$ cat src/pjn_pkg.sv
// Shared types, sizes and helper functions for the polyline join normal block.
// Used by the controller, the datapath and the normalizer.
`timescale 1ns / 1ps
`default_nettype none
package pjn_pkg;

    localparam int MAX_VERTS = 64;
    localparam int ADDR_W    = $clog2(MAX_VERTS);
    localparam int CNT_W     = $clog2(MAX_VERTS + 1);

    localparam int PT_W      = 32;
    localparam int DIR_W     = 16;
    localparam int DIFF_W    = PT_W + 1;
    localparam int SUM_W     = DIR_W + 1;
    localparam int CFG_IDX_W = 2;

    typedef enum logic [CFG_IDX_W-1:0] {
        REG_REVERSE  = 2'd0,
        REG_OPEN     = 2'd1,
        REG_INTERIOR = 2'd2
    } pjn_reg_t;

    typedef struct packed {
        logic signed [DIR_W-1:0] y;
        logic signed [DIR_W-1:0] x;
    } pjn_vec_t;

    typedef struct packed {
        logic              pt_we;
        logic [ADDR_W-1:0] pt_waddr;
        logic [ADDR_W-1:0] pt_raddr;
        logic              dir_we;
        logic [ADDR_W-1:0] dir_waddr;
        logic [ADDR_W-1:0] dir_raddr;
        logic              lat_ord;
        logic              start_edge;
        logic              lat_dir_a;
        logic              lat_dir_b;
        logic              lat_vertex;
        logic              calc_dot;
        logic              decide;
        logic              lat_joint;
        logic              load_out;
        logic              use_a;
        logic              cap;
        logic              last;
        logic              ovf;
        logic              neg;
    } pjn_cmd_t;

    typedef struct packed {
        logic norm_done;
        logic need_norm;
    } pjn_sts_t;

    // Quarter turn anticlockwise, negated for the interior side
    function automatic pjn_vec_t rot_normal(input pjn_vec_t v, input logic neg);
        pjn_vec_t r;
        if (neg)
        begin
            r.x = v.y;
            r.y = -v.x;
        end
        else
        begin
            r.x = -v.y;
            r.y = v.x;
        end
        return r;
    endfunction

    function automatic pjn_vec_t scale_sign(input pjn_vec_t v, input logic neg);
        pjn_vec_t r;
        if (neg)
        begin
            r.x = -v.x;
            r.y = -v.y;
        end
        else
        begin
            r = v;
        end
        return r;
    endfunction

endpackage
`default_nettype wire

$ cat src/pjn_ctrl.sv
// Controller: point count, configuration registers and the sequencer for the
// edge and joint passes. Uses pjn_pkg; drives pjn_dp through pjn_cmd_t.
`timescale 1ns / 1ps
`default_nettype none
module pjn_ctrl
(
    input  wire logic                              clk,
    input  wire logic                              rst_n,
    input  wire logic                              start,
    input  wire logic                              final_point,
    input  wire logic                              cfg_we,
    input  wire logic [pjn_pkg::CFG_IDX_W-1:0]     cfg_index,
    input  wire logic                              cfg_data,
    input  wire pjn_pkg::pjn_sts_t                 sts,
    output pjn_pkg::pjn_cmd_t                      cmd,
    output logic                                   busy,
    output logic                                   done
);

    localparam int AW = pjn_pkg::ADDR_W;
    localparam int CW = pjn_pkg::CNT_W;

    typedef enum logic [3:0] {
        S_IDLE, S_A_RD0, S_A_RD1, S_A_RD2, S_A_WAIT,
        S_B_RD0, S_B_RD1, S_B_RD2, S_B_DOT, S_B_DEC, S_B_WAIT, S_EMIT
    } state_t;

    state_t state_reg, state_next;
    logic [AW-1:0] idx_reg, idx_next;
    logic [CW-1:0] cnt_reg, cnt_next;
    logic ovf_reg, ovf_next;
    logic rev_reg, rev_next, open_reg, open_next, neg_reg, neg_next;
    logic done_reg, done_next;

    logic [AW-1:0] top, nxt, prv;
    logic accept, is_top;

    function automatic logic [AW-1:0] order(input logic [AW-1:0] x, input logic [AW-1:0] t,
                                            input logic r);
        return r ? AW'(t - x) : x;
    endfunction

    assign top    = AW'(cnt_reg - CW'(1));
    assign is_top = (idx_reg == top);
    assign nxt    = is_top ? '0 : AW'(idx_reg + AW'(1));
    assign prv    = (idx_reg == '0) ? top : AW'(idx_reg - AW'(1));
    assign accept = start && (state_reg == S_IDLE);
    assign busy   = (state_reg != S_IDLE);
    assign done   = done_reg;

    always_comb
    begin
        cmd = '0;
        cmd.pt_waddr = cnt_reg[AW-1:0];
        cmd.dir_waddr = idx_reg;
        cmd.use_a = open_reg && is_top && (idx_reg != '0);
        cmd.cap   = open_reg && ((idx_reg == '0) || is_top);
        cmd.last  = is_top;
        cmd.ovf   = ovf_reg;
        cmd.neg   = neg_reg;
        cmd.pt_we = accept && (cnt_reg < CW'(pjn_pkg::MAX_VERTS));

        state_next = state_reg;
        idx_next   = idx_reg;
        cnt_next   = cnt_reg;
        ovf_next   = ovf_reg;
        done_next  = 1'b0;
        rev_next   = rev_reg;
        open_next  = open_reg;
        neg_next   = neg_reg;

        if (cfg_we)
        begin
            case (cfg_index)
                pjn_pkg::REG_REVERSE:  rev_next  = cfg_data;
                pjn_pkg::REG_OPEN:     open_next = cfg_data;
                pjn_pkg::REG_INTERIOR: neg_next  = cfg_data;
                default:
                begin
                end
            endcase
        end

        case (state_reg)
            S_IDLE:
            begin
                if (accept)
                begin
                    if (cmd.pt_we)
                    begin
                        cnt_next = cnt_reg + CW'(1);
                    end
                    else
                    begin
                        ovf_next = 1'b1;
                    end
                    if (final_point)
                    begin
                        idx_next   = '0;
                        state_next = S_A_RD0;
                    end
                end
            end
            S_A_RD0:
            begin
                cmd.pt_raddr = order(idx_reg, top, rev_reg);
                state_next   = S_A_RD1;
            end
            S_A_RD1:
            begin
                cmd.lat_ord  = 1'b1;
                cmd.pt_raddr = order(nxt, top, rev_reg);
                state_next   = S_A_RD2;
            end
            S_A_RD2:
            begin
                cmd.start_edge = 1'b1;
                state_next     = S_A_WAIT;
            end
            S_A_WAIT:
            begin
                if (sts.norm_done)
                begin
                    cmd.dir_we = 1'b1;
                    idx_next   = is_top ? '0 : nxt;
                    state_next = is_top ? S_B_RD0 : S_A_RD0;
                end
            end
            S_B_RD0:
            begin
                cmd.dir_raddr = prv;
                cmd.pt_raddr  = order(idx_reg, top, rev_reg);
                state_next    = S_B_RD1;
            end
            S_B_RD1:
            begin
                cmd.lat_dir_a  = 1'b1;
                cmd.lat_vertex = 1'b1;
                cmd.dir_raddr  = idx_reg;
                state_next     = S_B_RD2;
            end
            S_B_RD2:
            begin
                cmd.lat_dir_b = 1'b1;
                state_next    = S_B_DOT;
            end
            S_B_DOT:
            begin
                cmd.calc_dot = 1'b1;
                state_next   = S_B_DEC;
            end
            S_B_DEC:
            begin
                cmd.decide = 1'b1;
                state_next = sts.need_norm ? S_B_WAIT : S_EMIT;
            end
            S_B_WAIT:
            begin
                if (sts.norm_done)
                begin
                    cmd.lat_joint = 1'b1;
                    state_next    = S_EMIT;
                end
            end
            S_EMIT:
            begin
                cmd.load_out = 1'b1;
                done_next    = 1'b1;
                if (is_top)
                begin
                    cnt_next   = '0;
                    ovf_next   = 1'b0;
                    state_next = S_IDLE;
                end
                else
                begin
                    idx_next   = nxt;
                    state_next = S_B_RD0;
                end
            end
            default: state_next = S_IDLE;
        endcase
    end

    always_ff @(posedge clk or negedge rst_n)
    begin
        if (!rst_n)
        begin
            state_reg <= S_IDLE;
            idx_reg   <= '0;
            cnt_reg   <= '0;
            ovf_reg   <= 1'b0;
            rev_reg   <= 1'b0;
            open_reg  <= 1'b0;
            neg_reg   <= 1'b0;
            done_reg  <= 1'b0;
        end
        else
        begin
            state_reg <= state_next;
            idx_reg   <= idx_next;
            cnt_reg   <= cnt_next;
            ovf_reg   <= ovf_next;
            rev_reg   <= rev_next;
            open_reg  <= open_next;
            neg_reg   <= neg_next;
            done_reg  <= done_next;
        end
    end

`ifndef SYNTHESIS
    a_store_in_range: assert property (@(posedge clk) disable iff (!rst_n)
        cmd.pt_we |-> cnt_reg < CW'(pjn_pkg::MAX_VERTS))
        else $error("point store written past capacity");

    a_done_after_emit: assert property (@(posedge clk) disable iff (!rst_n)
        done_reg |-> $past(state_reg == S_EMIT))
        else $error("result strobe without emit step");

    a_run_end_clears: assert property (@(posedge clk) disable iff (!rst_n)
        (state_reg == S_EMIT && is_top) |=> (cnt_reg == '0 && !ovf_reg && state_reg == S_IDLE))
        else $error("run end did not clear count");

    a_idx_bound: assert property (@(posedge clk) disable iff (!rst_n)
        (state_reg != S_IDLE) |-> (idx_reg <= top && cnt_reg != '0))
        else $error("join index beyond stored points");
`endif

endmodule
`default_nettype wire

$ cat config.mk
export PLATFORM = sky130hd
export DESIGN_NAME = pjn_ctrl
export DESIGN_NICKNAME = d
export VERILOG_FILES = /design/src/pjn_pkg.sv /design/src/pjn_ctrl.sv
export SDC_FILE = /design/constraint.sdc
export NUM_CORES = 1
export LEC_CHECK = 0
export BUFFER_PORTS_ARGS = -buffer_cell sky130_fd_sc_hd__buf_2
export CORE_MARGIN = 1.5
export CORE_UTILIZATION = 56
export CTS_BUF_LIST = sky130_fd_sc_hd__clkbuf_2 sky130_fd_sc_hd__clkbuf_4 sky130_fd_sc_hd__clkbuf_8
export CTS_CLUSTER_SIZE = 16
export DETAILED_ROUTE_END_ITERATION = 6
export GPL_TIMING_DRIVEN = 1
export PLACE_DENSITY = 0.82
export SYNTH_ARGS = -nofsm -noshare
export SYNTH_HDL_FRONTEND = slang
export SYNTH_SLANG_ARGS = --single-unit
$ cat constraint.sdc
create_clock -name clk -period 4.9 [get_ports clk]
set_clock_uncertainty 0.2 [all_clocks]
set_input_delay 0.49 -clock clk [delete_from_list [all_inputs] [get_ports clk]]
set_output_delay 0.49 -clock clk [all_outputs]
set_load 0.02 [all_outputs]
# [Yosys cells after proc, flatten, opt, wreduce, memory -nomap -nowiden]
# Index checks and enable logic that the tools add are counted.
[classes] reduce_logical=21 n_eq_ne=22 magnitude_cmp=1 n_addsub=6 muxes=38
[op_table] cell="$mux W6" count=9
[op_table] cell="$pmux W4 S12" count=1
[op_table] cell="$pmux W6 S2" count=2
[op_table] cell="$mux W7" count=3
[op_table] cell="$pmux W6 S3" count=1
[op_table] cell="$eq A4 B3 Y1 const B" count=4
[op_table] cell="$eq A4 B4 Y1 const B" count=4
[op_table] cell="$mux W4" count=4
[op_table] cell="$ne A2 B2 Y1 const B" count=8
[op_table] cell="$mux W1" count=14
[op_table] cell="$pmux W7 S2" count=1
[op_table] cell="$reduce_and A4 Y1" count=3
[op_table] cell="$sub A6 B1 Y6 const B" count=2
[op_table] cell="$sub A6 B6 Y6" count=2
[op_table] cell="$eq A4 B2 Y1 const B" count=2
[op_table] cell="$add A7 B1 Y7 const B" count=1
[op_table] cell="$lt A7 B7 Y1 const B" count=1
[op_table] cell="$add A6 B1 Y6 const B" count=1
[op_table] cell="$eq A6 B6 Y1" count=1
[op_table] cell="$logic_not A6 Y1" count=1
[op_table] cell="$mux W3" count=2
[op_table] cell="$reduce_and A2 Y1" count=3
[op_table] cell="$reduce_bool A6 Y1" count=1
[op_table] cell="$logic_and A1 B1 Y1" count=5
[op_table] cell="other kinds (12)" count=12
[totals] output_inout_bits=42 in_bits=10 regBits=22

# [Longest topological paths before layout]
# Gate-level depths: netlist of the first run.
[logic_depth] depth_word=6 mapped_depth=19 mapped_depth_nobuf=18

# [Worst setup path before layout of the first run]
# No wires, ideal clock.
[synth_path] path_type="flip-flop to output port" from="register cnt_reg[0]" to="output port cmd[32] (netlist bit)" t_required_ps=4210 t_arrival_ps=3686 setup_slack_ps=524 stages_incl_launch_ff=20 cell_sequence="dfrtp_1 > inv_1 > ha_1 > xor2_1 > ha_1 > clkbuf_1 > nand4b_1 > a2111o_1 > and2_1 > buf_6 > inv_1 > nor2_1 > ha_1 > nand2b_1 > a21oi_1 > o22ai_1 > xnor2_1 > nand2_1 > xnor2_1 > o22ai_1"
[synth_rtl] element="from (decl)" line="pjn_ctrl.sv:30" text="logic [CW-1:0] cnt_reg, cnt_next;"
[synth_rtl] element="from (signal assigned)" line="pjn_ctrl.sv:202" text="cnt_reg <= cnt_next;"
[synth_rtl] element="to (decl)" line="pjn_ctrl.sv:15" text="output pjn_pkg::pjn_cmd_t cmd,"

==> key figures, run 1 <==
Run status
  – Status: finished clean

Cells and area
  – Fraction of layout cells with a size suffix above 1: 27.36%
  – Max reg flops: 7
  – Non-Filler Instances: 379
  – Commonest cells after routing, fill and taps aside: buf_2, nor2_1, nand2_1
  – Area Growth Syn to Fin: 16.21%
  – Filler Cells Inserted: 323
  – Fin area: 2655 sq um
  – Fin nets: 357
  – End-of-flow core utilization: roughly 67%
  – Diodes inserted: 0
  – Commonest non-fill, non-tap cell in the layout: buf_2

Worst setup path
  – CP startpoint kind: flip-flop
  – Worst-path cell chain: buf_4 > or4_4 > nand2_4 > ha_1 > nand3_1 > a2111o_1 > and2_4 > buf_6 > nand2_1 > ha_4 > o21ai_0 > a21oi_1 > o22ai_1 > xnor2_1 > nand2_1 > xnor2_1 > o22ai_1 > buf_4
  – CP endpoint kind: primary output
  – Worst path slowest cell: or4_4
  – Buf/Inv on CP: 3
  – Cell family with most CP delay: simple AND/OR/NAND/NOR gates
  – CP max FO: 9
  – Arr. time, crit path: between 4 and 5 ns
  – Worst path max stage delay: 0.56 ns
  – WP data required: 4.21 ns
  – Crit Path Category: reg -> out

Logic synthesis
  – Syn avg cell area: 7.798 sq um
  – Cells after Synth: between 200 and 300
  – Async SR Flop Fraction: 100.0%
  – Yosys warnings: 0
  – Number of synthesized flops with an enable pin: 0
  – Synth Cell Area: 2285 sq um
  – Flops & latches, synth: 22
  – Top_reg_cell synth: dfrtp_1
  – Number of distinct library cells after synthesis: 50
  – Fraction of the yosys area taken by sequential cells: 24.10%
  – Syn nets: 320

Placed design
  – Placed wire-length estimate: 4366 um
  – Placed Instances: 371
  – Port Buf Inserts: 51
  – Gpl congestion: 1.010
  – DP Area: 2479 sq um

Routing
  – Final ANT Viol Nets: 0
  – Routed len/inst: 15.55 um
  – Detailed Route WL: 5892 um
  – Routed via count: 2,229
  – DR vias/cell: 5.881
  – Drt first pass iters: 4
  – Detailed-route DRC error count: 0
  – DR iter-0 viols: 200

GRT
  – First-pass GRT wire length: 9308 um
  – Tot GR Track Use: around 27%
  – Largest net degree at the start of global routing: 23
  – Vias in the first global route: ~2k
  – Total gr overflow: 0
  – Antenna violations before repair: 0

Timing
  – Final setup vio count: 0
  – Actual slew at the worst max-slew pin: between 0.6 and 0.7 ns
  – Max-slew violations: 0
  – Total negative slack: 0 ns
  – Final Hold Viols: 0
  – Final period utilization: 95.85%
  – Tmin final: roughly 4.7 ns
  – Max_slew headroom: 59.70%
  – Max Freq: 212.9 MHz
  – Hold Slack: 0.2891 ns

Die
  – Initial Utilization: 57.53%
  – Die Wd: 66.88 um
  – Boundary pin count: 52
  – Core Region: 3971 sq um
  – Row count: 23
  – Die height: roughly 67 um
  – Die area: 4472 sq um

Hold path
  – Hold Crit Class: in -> reg

CTS
  – Worst-Skew Late Latency: between 0.2 and 0.3 ns
  – CTS tree: built
  – CTS buffer count: 3
  – H-tree depth: 1
  – CTS max path bufs: 2
  – Clock transition at path regs: 0.07 ns
  – CTS Sinks: 22
  – Root Buffer: clkbuf_8

Run
  – Max-cap viol count: 0

Power
  – VDD IR-drop max: 0.0004254 V
  – Leakage: between 1 and 1.5 nW
  – Pwr dens: 838.1 nW/um^2
## power breakdown
group | internal [W] | switching (W) | total (W)
clock | 0.0000716 | 0.0000559 | 0.000127
sequential | 0.000233 | 0.000106 | 0.000339
combinational | 0.000758 | 0.00100 | 0.00176
total | 0.00106 | 0.00116 | 0.00223
## area by class of cell
class                      instances  area, sq um  share of cell area [%]
sequential                        22        553.0                   20.83
timing repair buffer              60        331.6                   12.49
inverter                          14        52.55                   1.979
multi-input combinational        229         1600                   60.27
tap                               50        62.56                   2.356
clock buffer                       4        55.05                   2.074
## cell usage after synthesis (2+ instances only)
cell type  instances  area share [%]
and2_1             2            0.55
buf_4             11             3.6
nor2_1            36             5.9
a21oi_1           16             3.5
ha_1              15             8.2
nor3b_1            2            0.66
nand2_1           26             4.3
a31oi_1            3            0.82
xor2_1             9             3.5
or2_2              4             1.1
a21o_1             2            0.66
fa_1               2             1.8
o2bb2ai_1          7             2.7
o22ai_1            5             1.4
a211oi_1           2            0.66
dfrtp_1           22              24
a21boi_0           2            0.66
inv_1             14             2.3
o21ai_0           18             3.9
mux2_2             4             2.0
nand3_1            5             1.1
nand4_1            2            0.55
a41oi_1            2            0.77
and3_1             6             1.6
a22o_1             3             1.2
nor2b_1            4             1.1
nand4b_1           2            0.77
mux2i_1            4             1.8
nand2b_1           9             2.5
xnor2_1           10             3.8
clkbuf_1          15             2.5
o31ai_1            3            0.99
nor3_1             8             1.8
buf_6              2            0.99
## per-stage QoR
step                setup WS (ns)  power [W]
global route             -0.01512   0.002427
global placement           0.2488   0.001907
detailed placement         0.2029   0.001923
floorplan                  0.5243   0.001608
CTS                     0.0003939   0.002061
finish                     0.2035   0.002225
## final timing paths
path	start	slack (ns)	end	depth (start not counted)
hold reg to reg	neg_reg$_DFFE_PN0P_	0.30	neg_reg$_DFFE_PN0P_	1
max in group asynchronous	rst_n	3.62	cnt_reg[0]$_DFFE_PN0P_	2
setup reg to reg	cnt_reg[0]$_DFFE_PN0P_	1.49	idx_reg[1]$_DFFE_PN0P_	12
hold / removal	cfg_data	0.29	rev_reg$_DFFE_PN0P_	2
setup / recovery	cnt_reg[0]$_DFFE_PN0P_	0.20	cmd[32]	18
min in group asynchronous	rst_n	0.52	cnt_reg[5]$_DFFE_PN0P_	2
## routing by layer
layer / global-route usage (%) / part of all wire, % / vias to the layer above
met3: 3.209 / 7.2 / 10
met2: 44.25 / 47 / 94
met1: 37.13 / 44 / 1029
met5: 0 / 0 / -
li1: - / - / 1096
met4: 8.673 / 1.8 / 0
## logic make-up after synthesis
group,after synthesis,share of synthesized area [%]
flops,22,24.10
buf+inv,42,9.365
compound gates,73,21.09
simple gates,112,24.48
mux,8,3.724
xor+xnor,19,7.284
fa+ha+maj,17,9.967
## what timing repair did
| action | 4_1_cts | 5_1_grt |
|---|---|---|
| hold endpoints to repair | 10 | 0 |
| cloned | 0 | 0 |
| endpoints found under the setup margin | 1 | 3 |
| gates resized for setup | 1 | 17 |
| hold buffers | 1 | 0 |
| setup buffers | 0 | 3 |
Power figures use the tool's default switching activity.
==> run 2: changes to the inputs <==
CELL_PAD_IN_SITES_DETAIL_PLACEMENT = 1   (was unset)
CELL_PAD_IN_SITES_GLOBAL_PLACEMENT = 1   (was unset)
CORE_UTILIZATION = 41   (was 56)
PLACE_DENSITY = unset   (was 0.82)
PLACE_DENSITY_LB_ADDON = 0.1   (was unset)
==> run 2 against run 1 <==
Net effect: critical endpoint unchanged; utilization decreased by 16 points; largest power group unchanged; clock power up 37%; global-route usage shrank 3.5 points; the run now ends with hold timing left; combinational power hardly changed.
==> key figures, run 2 (synthesis gave the netlist of run 1 again) <==
Run status
  – Status: finished with violations
  – Failing checks: hold timing

Routing
  – DR iter-0 viols: between 80 and 90
  – Routed len/inst: 17.35 um
  – Detailed-route DRC error count: 0
  – Drt first pass iters: 4
  – DR vias/cell: 5.605
  – Routed via count: 2,242
  – Detailed Route WL: ~7000 um
  – Final ANT Viol Nets: 0

CTS
  – Worst-Skew Late Latency: 0.27 ns
  – CTS tree: built
  – H-tree depth: 1
  – Root Buffer: clkbuf_8
  – Clock transition at path regs: 0.09 ns
  – CTS Sinks: 22
  – CTS max path bufs: 2
  – CTS buffer count: 3

Cells and area
  – Commonest cells after routing, fill and taps aside: buf_2, nor2_1, nand2_1
  – Fin nets: between 300 and 400
  – Commonest non-fill, non-tap cell in the layout: buf_2
  – End-of-flow core utilization: between 50% and 60%
  – Sequential Area: 554.3 sq um
  – Filler Cells Inserted: 675
  – Area Growth Syn to Fin: 15.83%
  – Diodes inserted: 0
  – Fraction of layout cells with a size suffix above 1: between 20% and 30%
  – Multi-input logic area: roughly 1500 sq um
  – Max reg flops: 7

Run
  – Max-cap viol count: 0

Die
  – Row count: 26
  – Die height: approximately 78 um
  – Die Wd: 77.65 um
  – Boundary pin count: 52
  – Core Region: 5238 sq um
  – Initial Utilization: 43.62%
  – Die area: 6030 sq um

Power
  – Pwr dens: 848.8 nW/um^2
  – VDD IR-drop max: 0.0002869 V
  – Final Power: 0.002246 W
  – Leakage: 1.268 nW

Timing
  – Final setup vio count: 0
  – Hold Slack: -0.01258 ns
  – Final period utilization: between 90% and 100%
  – Max Freq: 212.7 MHz
  – Max_slew headroom: 58.26%
  – Max-slew violations: 0
  – Final Hold Viols: 13
  – Actual slew at the worst max-slew pin: 0.6261 ns
  – Tmin final: around 4.7 ns

Worst setup path
  – Cells on worst reg2reg path: 12
  – CP max FO: 9
  – WP data required: 4.21 ns
  – CP startpoint kind: flip-flop
  – CP endpoint kind: primary output
  – Arr. time, crit path: around 4 ns
  – Crit Path Category: reg -> out

Placed design
  – Gpl congestion: 0.8568
  – Placed wire-length estimate: about 5400 um
  – Port Buf Inserts: 51

GRT
  – Vias in the first global route: 2,220
  – Total gr overflow: 0
  – First-pass GRT wire length: 11,410 um
  – Largest net degree at the start of global routing: 23
  – Antenna violations before repair: 0
  – Tot GR Track Use: a little under a quarter

Hold path
  – Hold Crit Class: in -> async
-- run 2: cell types whose count changed in the layout (fill, tap and decap cells not counted), moves of 2 or more --
cell     previous run  this run
nand2_1            23        25
ha_4                4         1
buf_4               8        11
ha_2                0         2
-- run 2: final timing paths --
path	startpoint	to	slack [ns]
worst min-delay path	rst_n	state_reg[0]$_DFFE_PN0P_	-0.01
max in group asynchronous	rst_n	cnt_reg[0]$_DFFE_PN0P_	4.12
worst max-delay path	cnt_reg[2]$_DFFE_PN0P_	cmd[32]	0.20
worst max register to register	cnt_reg[1]$_DFFE_PN0P_	idx_reg[4]$_DFFE_PN0P_	1.37
worst min register to register	neg_reg$_DFFE_PN0P_	neg_reg$_DFFE_PN0P_	0.32
min in group clk	cfg_data	neg_reg$_DFFE_PN0P_	0.29
-- run 2: metrics by stage --
stage                     setup WS (ns)  setup TNS [ns]  cell area (sq um)  instances
after floorplan                  0.5243               0               2285        293
after global placement           0.3366               0               2519        393
after detailed placement         0.2808               0               2519        393
after CTS                       0.01131               0               2591        397
after global routing           -0.02150        -0.02150               2646        400
final                            0.1984               0               2646        400
-- run 2: report_power, final --
part / switching, W / leakage [nW] / total [W] / internal, W
Clock: 0.0000648 / 0.0357 / 0.000174 / 0.000109
Combinational: 0.00101 / 0.950 / 0.00173 / 0.000721
Sequential: 0.000112 / 0.283 / 0.000345 / 0.000233
-- run 2: area by class of cell --
cell class                 instances  share of cell area, %
timing repair buffer              61                  12.58
inverter                          14                  1.986
sequential                        22                  20.95
clock inverter                     1                  1.135
multi-input combinational        229                  58.49
tap                               70                  3.310
clock buffer                       3                  1.560
-- run 2: critical path, cell delays in order (launching register included) --
cell and delay (ns):
dfrtp_2 0.48, or4_4 0.54, nand2_1 0.14, ha_1 0.30, and3_1 0.22, o221ai_1 0.07, and2_1 0.21, buf_4 0.20
nand2_1 0.14, ha_1 0.36, o21ai_1 0.08, a21oi_1 0.19, o22ai_1 0.13, xnor2_1 0.14, nand2_1 0.08, xnor2_1 0.16
o22ai_1 0.15, buf_4 0.16
-- run 2: layer usage --
| layer | up-vias | GRT usage (%) | wire (um) |
|---|---|---|---|
| met4 | 0 | 5.273 | 78 |
| met1 | 1101 | 32.31 | 3215 |
| li1 | 1098 | - | - |
| met3 | 6 | 1.882 | 180 |
| met5 | - | 0 | 0 |
| met2 | 37 | 40.17 | 3466 |
-- run 2: what timing repair did --
action,4_1_cts,5_1_grt
setup buffers,0,3
pin swaps,0,0
resized for setup,1,11
setup endpoints to repair,1,2
hold buffers,0,0
==> run 3: changes to the inputs <==
HOLD_SLACK_MARGIN = 0.08   (was unset)
==> run 3 against run 2 <==
Net effect: the flow now finishes without violations; critical path depth stayed put; first-iteration DRC count decreased by 15%; register-to-register slack barely moved; hold slack better by 0.30 ns; non-clock buffer count is 1 higher; sequential power is essentially flat; global-route usage grew 0.099 points; highest routed layer unchanged; clock power hardly changed.
==> key figures, run 3 (synthesis gave the netlist of run 1 again) <==
Run status
  – Status: finished clean

Cells and area
  – Fin nets: 359
  – Area Growth Syn to Fin: 16.27%
  – End-of-flow core utilization: 50.72%
  – Non-Filler Instances: 401
  – Diodes inserted: 0
  – Commonest non-fill, non-tap cell in the layout: buf_2
  – Filler Cells Inserted: 674
  – Commonest cells after routing, fill and taps aside: buf_2, nor2_1, nand2_1
  – Fraction of layout cells with a size suffix above 1: 26.28%
  – Max reg flops: 7

Routing
  – WL met3: 186 um
  – Final ANT Viol Nets: 0
  – Routed via count: around 2.2k
  – DR vias/cell: 5.601
  – Detailed-route DRC error count: 0
  – Met2 wire length: 3526 um
  – M1 wire length: 3218 um
  – Top layer used by detailed routing: met4
  – Drt first pass iters: 4
  – DR iter-0 viols: 70
  – Routed len/inst: ~17 um
  – Detailed Route WL: 7010 um

Die
  – Boundary pin count: 52
  – Row count: 26
  – Initial Utilization: between 40% and 50%
  – Core Region: 5238 sq um
  – Die height: 77.65 um
  – Die Wd: 77.65 um
  – Die area: approximately 6000 sq um

Worst setup path
  – FF-to-FF Start: cnt_reg[1]$_DFFE_PN0P_
  – Worst Setup SP: cnt_reg[2]$_DFFE_PN0P_
  – Worst path slowest cell: or4_4
  – Cell mode on critical path: nand2_1
  – WP data required: 4.21 ns
  – Arr. time, crit path: 4.02 ns
  – Worst-path cell chain: or4_4 > nand2_1 > ha_1 > and3_1 > o221ai_1 > and2_1 > buf_4 > nand2_1 > ha_1 > o21ai_1 > a21oi_1 > o22ai_1 > xnor2_1 > nand2_1 > xnor2_1 > o22ai_1 > buf_4
  – CP startpoint kind: flip-flop
  – Crit Path Category: reg -> out
  – Worst path max stage delay: 0.54 ns
  – CP max FO: 9
  – CP endpoint kind: primary output

GRT
  – Vias in the first global route: 2,226
  – First-pass GRT wire length: 11,440 um
  – Largest net degree at the start of global routing: 23
  – Tot GR Track Use: a little under a quarter
  – Total gr overflow: 0
  – Antenna violations before repair: 0

Hold path
  – Min-delay src: cfg_data
  – Hold Crit Class: in -> reg

Timing
  – Actual slew at the worst max-slew pin: 0.6357 ns
  – Tmin final: 4.713 ns
  – Setup WS post-layout: 0.1873 ns
  – Final Hold Viols: 0
  – Max_slew headroom: 57.62%
  – Max Freq: 212.2 MHz
  – Max-slew violations: 0
  – Hold Slack: 0.2866 ns
  – Final period utilization: 96.18%
  – Final setup vio count: 0

Power
  – Pwr dens: 846.6 nW/um^2
  – VDD IR-drop max: 0.0002875 V
  – Final Power: ~0.0022 W
  – Leakage: ~1.3 nW

Placed design
  – Port Buf Inserts: between 50 and 60
  – Gpl congestion: 0.8568
  – Setup WS pre-CTS: around 0.28 ns
  – Placed Instances: roughly 400
  – Placed wire-length estimate: around 5400 um

CTS
  – CTS tree: built
  – Clock transition at path regs: 0.09 ns
  – Root Buffer: clkbuf_8
  – CTS buffer count: 3
  – Worst-Skew Late Latency: 0.27 ns
  – CTS Sinks: 22
  – CTS max path bufs: 2
  – H-tree depth: 1

Run
  – Max-cap viol count: 0
-- run 3: cell count changes in the layout (fill, tap and decap cells not counted) --
cell	previous run	this run
dlygate4sd3_1	0	1
-- run 3: per-layer routing --
metal | vias up | track usage [%]
met5 | - | 0
li1 | 1102 | -
met1 | 1099 | 32.31
met3 | 6 | 1.882
met4 | 0 | 5.273
met2 | 39 | 40.52
-- run 3: cell type report --
class	instances	area, sq um	share of cell area, %
Tap cell	70	87.58	3.297
Clock inverter	1	30.03	1.130
Sequential cell	22	554.3	20.87
Clock buffer	3	41.29	1.554
Multi-Input combinational cell	229	1548	58.27
Inverter	14	52.55	1.978
Timing Repair Buffer	62	342.8	12.91
-- run 3: what timing repair did --
item | 4_1_cts | 5_1_grt
hold buffers | 1 | 0
setup endpoints to repair | 1 | 2
buffers inserted | 0 | 3
hold endpoints to repair | 22 | 0
cloned | 0 | 0
gates resized for setup | 1 | 11
-- run 3: per-stage QoR --
step | setup TNS, ns | instance area, sq um
after global routing | -0.02150 | 2656
after detailed placement | 0 | 2519
after floorplan | 0 | 2285
after global placement | 0 | 2519
final | 0 | 2656
after CTS | 0 | 2601
-- run 3: worst paths after layout --
path / cells past startpoint / end / slack, ns
worst max-delay path: 17 / cmd[32] / 0.19
worst min-delay path: 2 / neg_reg$_DFFE_PN0P_ / 0.29
worst max register to register: 12 / idx_reg[4]$_DFFE_PN0P_ / 1.37
worst min register to register: 1 / neg_reg$_DFFE_PN0P_ / 0.32
max in group asynchronous: 2 / cnt_reg[0]$_DFFE_PN0P_ / 3.55
min in group asynchronous: 2 / state_reg[0]$_DFFE_PN0P_ / 0.55
-- run 3: critical path, delay by kind of cell (launching register included) --
kind / cells / cell delay (ns)
compound gates: 5 / 0.62
xor+xnor: 2 / 0.30
fa+ha+maj: 2 / 0.66
buf+inv: 2 / 0.36
flops: 1 / 0.48
simple gates: 6 / 1.33
-- run 3: report_power, final --
| part | switching, W | leakage (nW) | total (W) | internal [W] |
|---|---|---|---|---|
| registers | 0.000112 | 0.283 | 0.000346 | 0.000233 |
| logic | 0.00101 | 0.954 | 0.00173 | 0.000721 |
| clock network | 0.0000656 | 0.0357 | 0.000175 | 0.000109 |
| total | 0.00118 | 1.27 | 0.00225 | 0.00106 |
